### src/hdl/cpa_pkg.sv
`timescale 1ns / 1ps
`default_nettype none
// ----------------------------------------------------------------------------
// cpa_pkg
// Shared types, constants and the arctangent table of the phase-angle pipeline.
// ----------------------------------------------------------------------------
package cpa_pkg;

  localparam int FIELD_W          = 16;  // width of the sample and angle ports
  localparam int GUARD_BITS       = 8;
  localparam int TABLE_LEN        = 24;
  localparam int Z_W              = 33;  // angle accumulator, 29 fraction bits
  localparam int ROUND_SHIFT      = 16;  // Q29 down to Q13
  localparam int ITERATIONS_DEF   = 16;
  localparam int SAMPLE_WIDTH_DEF = 16;

  localparam int PI_Q13      = 25736;
  localparam int HALF_PI_Q13 = 12868;
  localparam int HALF_PI_Q29 = 843314857;
  localparam int ROUND_HALF  = 32768;

  typedef logic signed [FIELD_W-1:0] angle_t;

  typedef struct packed {
    logic   valid;
    logic   bypass;
    angle_t bypass_angle;
  } cpa_ctrl_t;

  // atan(2^-i) in radians, scaled by 2^29
  function automatic logic signed [Z_W-1:0] atan_q29(input int idx);
    int v;
    begin
      case (idx)
        0:  v = 421657428;
        1:  v = 248918915;
        2:  v = 131521918;
        3:  v = 66762579;
        4:  v = 33510843;
        5:  v = 16771758;
        6:  v = 8387925;
        7:  v = 4194219;
        8:  v = 2097141;
        9:  v = 1048575;
        10: v = 524288;
        11: v = 262144;
        12: v = 131072;
        13: v = 65536;
        14: v = 32768;
        15: v = 16384;
        16: v = 8192;
        17: v = 4096;
        18: v = 2048;
        19: v = 1024;
        20: v = 512;
        21: v = 256;
        22: v = 128;
        23: v = 64;
        default: v = 0;
      endcase
      atan_q29 = Z_W'(v);
    end
  endfunction

endpackage
`default_nettype wire

### src/hdl/cpa_prep.sv
`timescale 1ns / 1ps
`default_nettype none
// ----------------------------------------------------------------------------
// cpa_prep
// Entry stage: widens the sample, spots the special cases and folds the
// left half plane into the right by a quarter turn.
// ----------------------------------------------------------------------------
module cpa_prep import cpa_pkg::*; #(
  parameter int SAMPLE_WIDTH = SAMPLE_WIDTH_DEF,
  parameter int CW           = SAMPLE_WIDTH_DEF + GUARD_BITS + 3
) (
  input  wire                     clk,
  input  wire                     rst_n,
  input  wire                     req,
  input  wire  [FIELD_W-1:0]      real_part,
  input  wire  [FIELD_W-1:0]      imag_part,
  output logic signed [CW-1:0]    x_o,
  output logic signed [CW-1:0]    y_o,
  output logic signed [Z_W-1:0]   z_o,
  output cpa_ctrl_t               ctrl_o
);

  logic signed [CW-1:0]  re_w;
  logic signed [CW-1:0]  im_w;
  logic signed [CW-1:0]  x_f;
  logic signed [CW-1:0]  y_f;
  logic signed [CW-1:0]  x_nxt;
  logic signed [CW-1:0]  y_nxt;
  logic signed [Z_W-1:0] z_nxt;
  cpa_ctrl_t             ctrl_nxt;
  logic signed [CW-1:0]  x_r;
  logic signed [CW-1:0]  y_r;
  logic signed [Z_W-1:0] z_r;
  cpa_ctrl_t             ctrl_r;
  logic                  re_zero;
  logic                  im_zero;

  // narrow samples are sign-extended; wider settings see the port as unsigned
  generate
    if (SAMPLE_WIDTH <= FIELD_W) begin : g_narrow
      assign re_w = {{(CW-SAMPLE_WIDTH){real_part[SAMPLE_WIDTH-1]}},
                     real_part[SAMPLE_WIDTH-1:0]};
      assign im_w = {{(CW-SAMPLE_WIDTH){imag_part[SAMPLE_WIDTH-1]}},
                     imag_part[SAMPLE_WIDTH-1:0]};
    end else begin : g_wide
      assign re_w = {{(CW-FIELD_W){1'b0}}, real_part};
      assign im_w = {{(CW-FIELD_W){1'b0}}, imag_part};
    end
  endgenerate

  assign re_zero = (re_w == '0);
  assign im_zero = (im_w == '0);

  always_comb begin
    x_f   = re_w;
    y_f   = im_w;
    z_nxt = '0;
    if (re_w[CW-1]) begin
      if (!im_w[CW-1]) begin
        x_f   = im_w;
        y_f   = -re_w;
        z_nxt = Z_W'(HALF_PI_Q29);
      end else begin
        x_f   = -im_w;
        y_f   = re_w;
        z_nxt = -Z_W'(HALF_PI_Q29);
      end
    end
    x_nxt = x_f <<< GUARD_BITS;
    y_nxt = y_f <<< GUARD_BITS;
  end

  always_comb begin
    ctrl_nxt.valid        = req;
    ctrl_nxt.bypass       = re_zero || im_zero;
    ctrl_nxt.bypass_angle = '0;
    if (re_zero && !im_zero) begin
      ctrl_nxt.bypass_angle = im_w[CW-1] ? -FIELD_W'(HALF_PI_Q13) : FIELD_W'(HALF_PI_Q13);
    end else if (im_zero && re_w[CW-1]) begin
      ctrl_nxt.bypass_angle = FIELD_W'(PI_Q13);
    end
  end

  always_ff @(posedge clk) begin
    if (!rst_n) begin
      ctrl_r <= '0;
    end else begin
      ctrl_r <= ctrl_nxt;
    end
  end

  always_ff @(posedge clk) begin
    x_r <= x_nxt;
    y_r <= y_nxt;
    z_r <= z_nxt;
  end

  assign x_o    = x_r;
  assign y_o    = y_r;
  assign z_o    = z_r;
  assign ctrl_o = ctrl_r;

endmodule
`default_nettype wire

### src/hdl/cpa_cell.sv
`timescale 1ns / 1ps
`default_nettype none
// ----------------------------------------------------------------------------
// cpa_cell
// One CORDIC vectoring micro-rotation by atan(2^-SHIFT), registered.
// ----------------------------------------------------------------------------
module cpa_cell import cpa_pkg::*; #(
  parameter int CW    = SAMPLE_WIDTH_DEF + GUARD_BITS + 3,
  parameter int SHIFT = 0
) (
  input  wire                     clk,
  input  wire                     rst_n,
  input  wire  signed [CW-1:0]    x_i,
  input  wire  signed [CW-1:0]    y_i,
  input  wire  signed [Z_W-1:0]   z_i,
  input  cpa_ctrl_t               ctrl_i,
  output logic signed [CW-1:0]    x_o,
  output logic signed [CW-1:0]    y_o,
  output logic signed [Z_W-1:0]   z_o,
  output cpa_ctrl_t               ctrl_o
);

  localparam logic signed [Z_W-1:0] ATAN_STEP = atan_q29(SHIFT);

  logic signed [CW-1:0]  xs;
  logic signed [CW-1:0]  ys;
  logic signed [CW-1:0]  x_nxt;
  logic signed [CW-1:0]  y_nxt;
  logic signed [Z_W-1:0] z_nxt;
  logic signed [CW-1:0]  x_r;
  logic signed [CW-1:0]  y_r;
  logic signed [Z_W-1:0] z_r;
  cpa_ctrl_t             ctrl_r;

  assign xs = x_i >>> SHIFT;
  assign ys = y_i >>> SHIFT;

  // rotate towards the real axis
  always_comb begin
    if (!y_i[CW-1]) begin
      x_nxt = x_i + ys;
      y_nxt = y_i - xs;
      z_nxt = z_i + ATAN_STEP;
    end else begin
      x_nxt = x_i - ys;
      y_nxt = y_i + xs;
      z_nxt = z_i - ATAN_STEP;
    end
  end

  always_ff @(posedge clk) begin
    if (!rst_n) begin
      ctrl_r <= '0;
    end else begin
      ctrl_r <= ctrl_i;
    end
  end

  always_ff @(posedge clk) begin
    x_r <= x_nxt;
    y_r <= y_nxt;
    z_r <= z_nxt;
  end

  assign x_o    = x_r;
  assign y_o    = y_r;
  assign z_o    = z_r;
  assign ctrl_o = ctrl_r;

endmodule
`default_nettype wire

### src/hdl/cpa_post.sv
`timescale 1ns / 1ps
`default_nettype none
// ----------------------------------------------------------------------------
// cpa_post
// Exit stage: rounds the accumulated angle to Q3.13, saturates to +-pi and
// selects the special-case angle where one was flagged.
// ----------------------------------------------------------------------------
module cpa_post import cpa_pkg::*; (
  input  wire                     clk,
  input  wire                     rst_n,
  input  wire  signed [Z_W-1:0]   z_i,
  input  cpa_ctrl_t               ctrl_i,
  output logic                    valid_o,
  output angle_t                  angle_o
);

  localparam int RW = Z_W - ROUND_SHIFT;
  localparam logic signed [RW-1:0] PI_R  = RW'(PI_Q13);
  localparam logic signed [RW-1:0] NPI_R = -RW'(PI_Q13);

  logic signed [Z_W-1:0] z_rnd;
  logic signed [RW-1:0]  res;
  angle_t                angle_nxt;
  angle_t                angle_r;
  logic                  valid_r;

  assign z_rnd = z_i + Z_W'(ROUND_HALF);
  assign res   = z_rnd[Z_W-1:ROUND_SHIFT];

  always_comb begin
    if (ctrl_i.bypass) begin
      angle_nxt = ctrl_i.bypass_angle;
    end else if (res > PI_R) begin
      angle_nxt = FIELD_W'(PI_Q13);
    end else if (res < NPI_R) begin
      angle_nxt = -FIELD_W'(PI_Q13);
    end else begin
      angle_nxt = res[FIELD_W-1:0];
    end
  end

  always_ff @(posedge clk) begin
    if (!rst_n) begin
      valid_r <= 1'b0;
    end else begin
      valid_r <= ctrl_i.valid;
    end
  end

  always_ff @(posedge clk) begin
    angle_r <= angle_nxt;
  end

  assign valid_o = valid_r;
  assign angle_o = angle_r;

endmodule
`default_nettype wire

### src/hdl/complex_phase_angle.sv
`timescale 1ns / 1ps
`default_nettype none
// ----------------------------------------------------------------------------
// complex_phase_angle
// Four-quadrant phase angle atan2(im, re) of a complex sample, Q3.13 radians.
// ----------------------------------------------------------------------------
// Usage:
//   Drive in_real_part / in_imag_part and raise start; the request is taken
//   at every rising edge with start high and busy low. busy is always low,
//   so a new sample may be issued in every cycle.
//   Each result appears on out_angle for exactly one cycle, marked by
//   out_valid, and must be taken then: there is no way to hold it off.
//   A sample passes through registered stages, with N = min(ITERATIONS, 24):
//   one entry stage that folds the sample into the right half plane, one
//   cell per micro-rotation, and one exit stage that rounds and saturates.
//   Throughput is one sample per cycle, set by the row of cells, each doing
//   a single micro-rotation.
//   Results leave in request order.
//   Synchronous reset (rst_n low) empties the pipeline: requests in flight
//   are dropped and no strobe follows until new requests arrive.
// ----------------------------------------------------------------------------
module complex_phase_angle import cpa_pkg::*; #(
  parameter int ITERATIONS   = ITERATIONS_DEF,
  parameter int SAMPLE_WIDTH = SAMPLE_WIDTH_DEF
) (
  input  wire                 clk,
  input  wire                 rst_n,
  input  wire                 start,
  output logic                busy,
  input  wire  [FIELD_W-1:0]  in_real_part,
  input  wire  [FIELD_W-1:0]  in_imag_part,
  output logic                out_valid,
  output logic [FIELD_W-1:0]  out_angle
);

  localparam int N  = (ITERATIONS > TABLE_LEN) ? TABLE_LEN : ITERATIONS;
  localparam int CW = SAMPLE_WIDTH + GUARD_BITS + 3;
  localparam int LATENCY = N + 2;

  logic signed [CW-1:0]  x_s [0:N];
  logic signed [CW-1:0]  y_s [0:N];
  logic signed [Z_W-1:0] z_s [0:N];
  cpa_ctrl_t             ctrl_s [0:N];
  angle_t                angle_w;

  assign busy = 1'b0;

  cpa_prep #(
    .SAMPLE_WIDTH (SAMPLE_WIDTH),
    .CW           (CW)
  ) u_prep (
    .clk       (clk),
    .rst_n     (rst_n),
    .req       (start && !busy),
    .real_part (in_real_part),
    .imag_part (in_imag_part),
    .x_o       (x_s[0]),
    .y_o       (y_s[0]),
    .z_o       (z_s[0]),
    .ctrl_o    (ctrl_s[0])
  );

  generate
    for (genvar k = 0; k < N; k++) begin : g_cell
      cpa_cell #(
        .CW    (CW),
        .SHIFT (k)
      ) u_cell (
        .clk    (clk),
        .rst_n  (rst_n),
        .x_i    (x_s[k]),
        .y_i    (y_s[k]),
        .z_i    (z_s[k]),
        .ctrl_i (ctrl_s[k]),
        .x_o    (x_s[k+1]),
        .y_o    (y_s[k+1]),
        .z_o    (z_s[k+1]),
        .ctrl_o (ctrl_s[k+1])
      );
    end
  endgenerate

  cpa_post u_post (
    .clk     (clk),
    .rst_n   (rst_n),
    .z_i     (z_s[N]),
    .ctrl_i  (ctrl_s[N]),
    .valid_o (out_valid),
    .angle_o (angle_w)
  );

  assign out_angle = angle_w;

  // every request yields a matching result strobe
  a_req_to_result: assert property (@(posedge clk) disable iff (!rst_n)
    (start && !busy) |-> ##LATENCY out_valid)
    else $error("request did not produce a result at the expected latency");

  // no strobe without a matching request
  a_result_has_req: assert property (@(posedge clk) disable iff (!rst_n)
    out_valid |-> $past(start && !busy, LATENCY))
    else $error("result strobe without a request");

  // a zero sample gives a zero angle
  a_zero_sample: assert property (@(posedge clk) disable iff (!rst_n)
    (out_valid && $past(start && (in_real_part == '0) && (in_imag_part == '0), LATENCY))
      |-> (out_angle == '0))
    else $error("zero sample gave a nonzero angle");

endmodule
`default_nettype wire

### config.mk
export PLATFORM = sky130hd
export DESIGN_NAME = complex_phase_angle
export DESIGN_NICKNAME = d
export VERILOG_FILES = /design/src/hdl/cpa_pkg.sv /design/src/hdl/cpa_prep.sv /design/src/hdl/cpa_cell.sv /design/src/hdl/cpa_post.sv /design/src/hdl/complex_phase_angle.sv
export SDC_FILE = /design/constraint.sdc
export NUM_CORES = 2
export LEC_CHECK = 0
export BUFFER_PORTS_ARGS = -buffer_cell sky130_fd_sc_hd__buf_2
export CAP_MARGIN = 10
export CORE_MARGIN = 3
export CORE_UTILIZATION = 55
export DETAILED_ROUTE_END_ITERATION = 8
export GPL_TIMING_DRIVEN = 0
export PLACE_DENSITY_LB_ADDON = 0.08
export SLEW_MARGIN = 40
export SYNTH_ARGS = -nofsm -noshare
export SYNTH_HDL_FRONTEND = slang
export SYNTH_SLANG_ARGS = --single-unit
### constraint.sdc
create_clock -name clk -period 4.5 [get_ports clk]
set_input_delay 0.9 -clock clk [delete_from_list [all_inputs] [get_ports clk]]
set_output_delay 0.9 -clock clk [all_outputs]
set_load 0.005 [all_outputs]
Word level (Yosys, flattened, before mapping)
Cells that the tools add are included.
- register bits: 1705
- input bits: 35
- logic and storage cells: 259
- add/subtract/negate cells: 92
- magnitude comparators: 2
- muxes and demuxes: 56
- reduce and logical (&&, ||, !) cells: 7
- operators with widths (cell ; number):
    $mux W27 ; 29
    $mux W33 ; 17
    $mux W16 ; 5
    $add A33 B17 Y33 const B ; 2
    $add A33 B21 Y33 const B ; 2
    $sub A33 B21 Y33 const B ; 2
    $add A27 B14 Y27 ; 2
    $add A27 B15 Y27 ; 2
    $add A27 B16 Y27 ; 2
    $add A27 B17 Y27 ; 2
    $add A27 B18 Y27 ; 2
    $add A27 B19 Y27 ; 2
    $add A27 B20 Y27 ; 2
    $add A27 B21 Y27 ; 2
    $add A27 B22 Y27 ; 2
    $add A27 B23 Y27 ; 2
    $add A27 B24 Y27 ; 2
    $add A27 B25 Y27 ; 2
    $add A27 B26 Y27 ; 2
    $logic_not A27 Y1 ; 2
    $sub A27 B14 Y27 ; 2
    $sub A27 B15 Y27 ; 2
    $sub A27 B16 Y27 ; 2
    $sub A27 B17 Y27 ; 2
    other kinds (49) ; 64

Depth between registers and ports, before layout
- depth after elaboration: 5
- depth in mapped cells: 20

Modules after synthesis
Synthesis repeated with hierarchy kept, for this count alone.
- cells, all modules: 14172
- area, all modules: 119916.3 µm²
- by module, submodules not included (module ; times used ; cells each ; area each (µm²) ; seq. area each (µm²)):
    cpa_cell at g_cell[0].u_cell ; 1 ; 1020 ; 8226.6 ; 2082.0
    cpa_cell at g_cell[7].u_cell ; 1 ; 942 ; 7918.8 ; 2102.0
    cpa_cell at g_cell[6].u_cell ; 1 ; 971 ; 7886.3 ; 2102.0
    cpa_cell at g_cell[5].u_cell ; 1 ; 935 ; 7861.3 ; 2102.0
    cpa_cell at g_cell[3].u_cell ; 1 ; 930 ; 7746.2 ; 2102.0
    cpa_cell at g_cell[1].u_cell ; 1 ; 923 ; 7719.9 ; 2102.0
    cpa_cell at g_cell[4].u_cell ; 1 ; 907 ; 7621.1 ; 2102.0
    cpa_cell at g_cell[8].u_cell ; 1 ; 903 ; 7551.0 ; 2102.0
    cpa_cell at g_cell[2].u_cell ; 1 ; 883 ; 7418.4 ; 2102.0
    cpa_cell at g_cell[9].u_cell ; 1 ; 854 ; 7304.5 ; 2102.0
    cpa_cell at g_cell[13].u_cell ; 1 ; 764 ; 6663.9 ; 2102.0
    cpa_cell at g_cell[14].u_cell ; 1 ; 749 ; 6497.5 ; 2102.0
    cpa_cell at g_cell[10].u_cell ; 1 ; 728 ; 6433.7 ; 2102.0
    cpa_cell at g_cell[11].u_cell ; 1 ; 720 ; 6393.6 ; 2102.0
    5 more rows ; -- ; -- ; -- ; --

Worst setup path after synthesis
No wires, ideal clock.
- kind: register to register
- start: register g_cell[6].u_cell.x_r[10]
- end: register g_cell[7].u_cell.y_r[24]
- library setup time: 72 ps
- arrival: 4550 ps
- data required time: 4428 ps
- setup slack: -122 ps
- stages on the path, launching flop included: 18
- buffers on the path: 0
- period minus slack after synthesis: 4622 ps
- path through: dfxtp_1 -> or4_1 -> or3_1 -> nor3_1 -> nand2b_1 -> nor4_1 -> nor2_1 -> xnor2_1 -> ha_1 -> a21o_1 -> a21oi_1 -> or3b_2 -> o21ai_0 -> o21ai_0 -> or4_1 -> a31o_2 -> a21oi_1 -> xnor2_1
- longest elaborated chain between the ends: 2
- ends and longest elaborated chain (element ; RTL line ; text):
    start: declaration ; cpa_cell.sv:30 ; logic signed [CW-1:0] x_r;
    start signal: assignment ; cpa_cell.sv:60 ; x_r <= x_nxt;
    $sub A27 B20 Y27 or $add A27 B20 Y27 (tied branches) ; cpa_cell.sv:42, cpa_cell.sv:46 ;
    $mux W27 (*) ; cpa_cell.sv:40 ; if (!y_i[CW-1]) begin
    named net g_cell[7].u_cell.y_nxt[24] ; cpa_cell.sv:28 ; logic signed [CW-1:0] y_nxt;
    end signal: assignment ; cpa_cell.sv:61 ; y_r <= y_nxt;
    end: declaration ; cpa_cell.sv:31 ; logic signed [CW-1:0] y_r;
Mark *: on every way through the listed nets, which the timed path passes. The rest lies on a longest branch.
A chain may end at the register's enable or synchronous reset.

Final worst setup path
- start: register g_cell[6].u_cell.x_r[11]
- end: register g_cell[7].u_cell.y_r[26]
Same word-level chain as after synthesis.

==> reports/metrics.cfg <==
[global_routing]
grt_overflow = 0
grt_antenna_before_repair = 2
grt_max_degree = 27
grt_pass1_wl_microns = 339000
grt_pass1_vias = 68672
grt.total_usage_pct = 24.8

[route]
ant_nets = 0
vias = 70346
drc = 0
drtIter0Drc = 4024
first_pass_iters = 7
drt-vias-per-instance = 5.66
routedWlPerCell_microns = 16.6
wirelength_microns = 207000

[place]
numPlacedInstances = 12164
portBuffers = 50
dpl.hpwl_microns = 166000
place_area_sq_um = 89500
gp_congestion = 0.915

[timing]
max_freq_mhz = 222
worstMarginPinSlew_ns = 0.843
setup_violations = 1
clock_skew_ns = 0.0307
timing_hold_violations_final = 0
setup_ws_ns = -0.00538
rsz0062_at_grt = yes
slew-limit-headroom_pct = 43.8
fin_crit_ns = 4.51
fin_crit_sh_pct = 100
timing.hold.ws_ns = 0.325
slew_viol_final = 0

[outcome]
failed_checks = negative setup slack
status = complete, but fails checks

[worst_setup_path]
arrival_ns = 5.21
endpoint_kind = register
cp_slowest_cell = or4_4
cpPeakStageDelay_ns = 0.51
path_cells = or4_4 > or3_4 > nor4b_4 > and3b_2 > a21oi_1 > xor2_1 > ha_1 > a21oi_2 > or3b_4 > o21ai_4 > o21ai_2 > or4_4 > nand2_4 > o2111ai_1 > a21oi_1 > xnor2_1
cp_num_buf_inv = 0
cp_top_family = simple AND/OR/NAND/NOR gates
cp_max_fo = 5
worstSetupPathType = register to register
critical_path_required_ns = 5.20
cp-start-kind = register

[synth]
yosys-top-cells-count = dfxtp_1 (1297), ha_1 (1157), nor2_1 (1013)
ys_ff_latch = 1297
synth_area_leaders = dfxtp_1 (30%), ha_1 (17%), xnor2_1 (9.3%), a21oi_1 (5.5%), xor2_1 (4.7%)
synth.distinct_cells = 91
yosysSeqAreaShare_pct = 30.0
yosysTopAreaCell = dfxtp_1
avgSynthCellArea_sq_um = 8.60
ys_warn_count = 0
syn_area_sq_um = 86600
synth_edf_count = 0
ys.flop_type = dfxtp_1
yosysMostFrequentCell = dfxtp_1
synth_cells = 10068
synth_top_cell_area_share_pct = 30.0
synth-async-reset-ratio_pct = 0

[cells_and_area]
fin_area_sq_um = 95600
layoutNonFillerInstCount = 12437
drive_above_1_share_pct = 5.65
layout.nets = 11510
syn_to_final_growth_pct = 10.4
diodes = 0
nFillCells = 13604

[clock_tree]
clockBufferDepth = 3
tritoncts = yes
cts_root_buf = clkbuf_16
clk_latency_ns = 0.79
cts_buffers = 145
cts_max_level = 4
postCtsHoldBufs = 0
clk_pin_slew_ns = 0.06
clock_sinks = 1297

[floorplanning]
dieArea_sq_um = 162000
die_w_microns = 403
rows = 144
start_util_pct = 55.7
num_io_pins = 53
chipHeight_microns = 403
core-area_sq_um = 155000

[hold_path]
hold_class = register to register

[run]
drv_cap = 0

==> state kept, by name (all words and copies together) (netlist names) <==
| register | count |
|---|---|
| g_cell.u_cell.x_o | 342 |
| u_prep.ctrl_o | 7 |
| u_prep.z_o | 3 |
| u_prep.x_o | 19 |
| g_cell.u_cell.ctrl_o | 112 |
| u_prep.y_o | 19 |
| g_cell.u_cell.y_o | 353 |
| u_post.valid_o | 1 |
| g_cell.u_cell.z_o | 425 |
| u_post.angle_o | 16 |
==> stage by stage <==
step	TNS [ns]	utilization, %	worst slack [ns]
3_5_place_dp	-59.40	57.6	-1.15
4_1_cts	0	61.2	0.000621
3_3_place_gp	-81.33	57.6	-1.22
6_report	-0.00538	61.6	-0.00538
5_1_grt	-0.140	61.6	-0.0833
2_1_floorplan	0	-	0.0280
==> cell type report <==
| type | count | area [sq um] | share of cell area [%] |
|---|---|---|---|
| flip-flops and latches | 1297 | 26000 | 27.2 |
| multi-input cells | 8116 | 58900 | 61.6 |
| repair buffers | 67 | 378 | 0.395 |
| plain buffers | 132 | 588 | 0.615 |
| inverters | 518 | 1960 | 2.05 |
| clock inverters | 65 | 1080 | 1.13 |
| clock buffers | 198 | 4170 | 4.36 |
| well taps | 2044 | 2560 | 2.67 |
==> cell usage in the layout (no fill, tap or decap), types with 102 or more instances in the layout <==
master and n:
and3_1 105, nor3_1 285, xnor2_1 922, nand3_1 160, nand2b_1 142, a21o_1 327
o21bai_1 133, nand2_1 481, o21ai_0 459, ha_1 1156, inv_1 508, o21a_1 141
and2_1 191, dfxtp_1 1277, clkbuf_16 147, nor2b_1 155, xor2_1 460, nor2_1 1012
a21oi_1 948, clkbuf_1 102
==> routing by layer <==
| metal | up-vias | global-route usage [%] | wire length (microns) |
|---|---|---|---|
| li1 | 35901 | - | - |
| met1 | 32917 | 31.1 | 92700 |
| met2 | 1183 | 44.3 | 101000 |
| met3 | 345 | 3.02 | 7320 |
| met4 | 0 | 7.73 | 5660 |
| met5 | - | 0 | 0 |
==> path summary, 6_finish.rpt <==
kind                                               start  cells after the start                   endpoint  slack [ns]
worst min-delay path            g_cell[9].u_cell.z_o[16]                      0  g_cell[10].u_cell.z_o[16]        0.32
worst max-delay path            g_cell[6].u_cell.x_o[11]                     16   g_cell[7].u_cell.y_o[26]      -0.005
worst min register to register  g_cell[9].u_cell.z_o[16]                      0  g_cell[10].u_cell.z_o[16]        0.32
worst max register to register  g_cell[6].u_cell.x_o[11]                     16   g_cell[7].u_cell.y_o[26]      -0.005
==> logic make-up after synthesis <==
group           share of synthesized area, %
compound gates                          18.8
buf+inv                                 2.87
other cells                          0.00433
flops                                   30.0
mux                                    0.601
simple gates                            16.1
fa+ha+maj                               17.7
xor+xnor                                14.0
==> what timing repair did <==
action,in CTS,in global routing
setup buffers,8,9
pin swaps,14,9
endpoints found under the setup margin,201,92
resized for setup,91,132
hold endpoints to repair,0,0
Power is left out: the tool's default activity adds up to more than one toggle a clock period on the data nets, which glitch-free logic cannot reach.
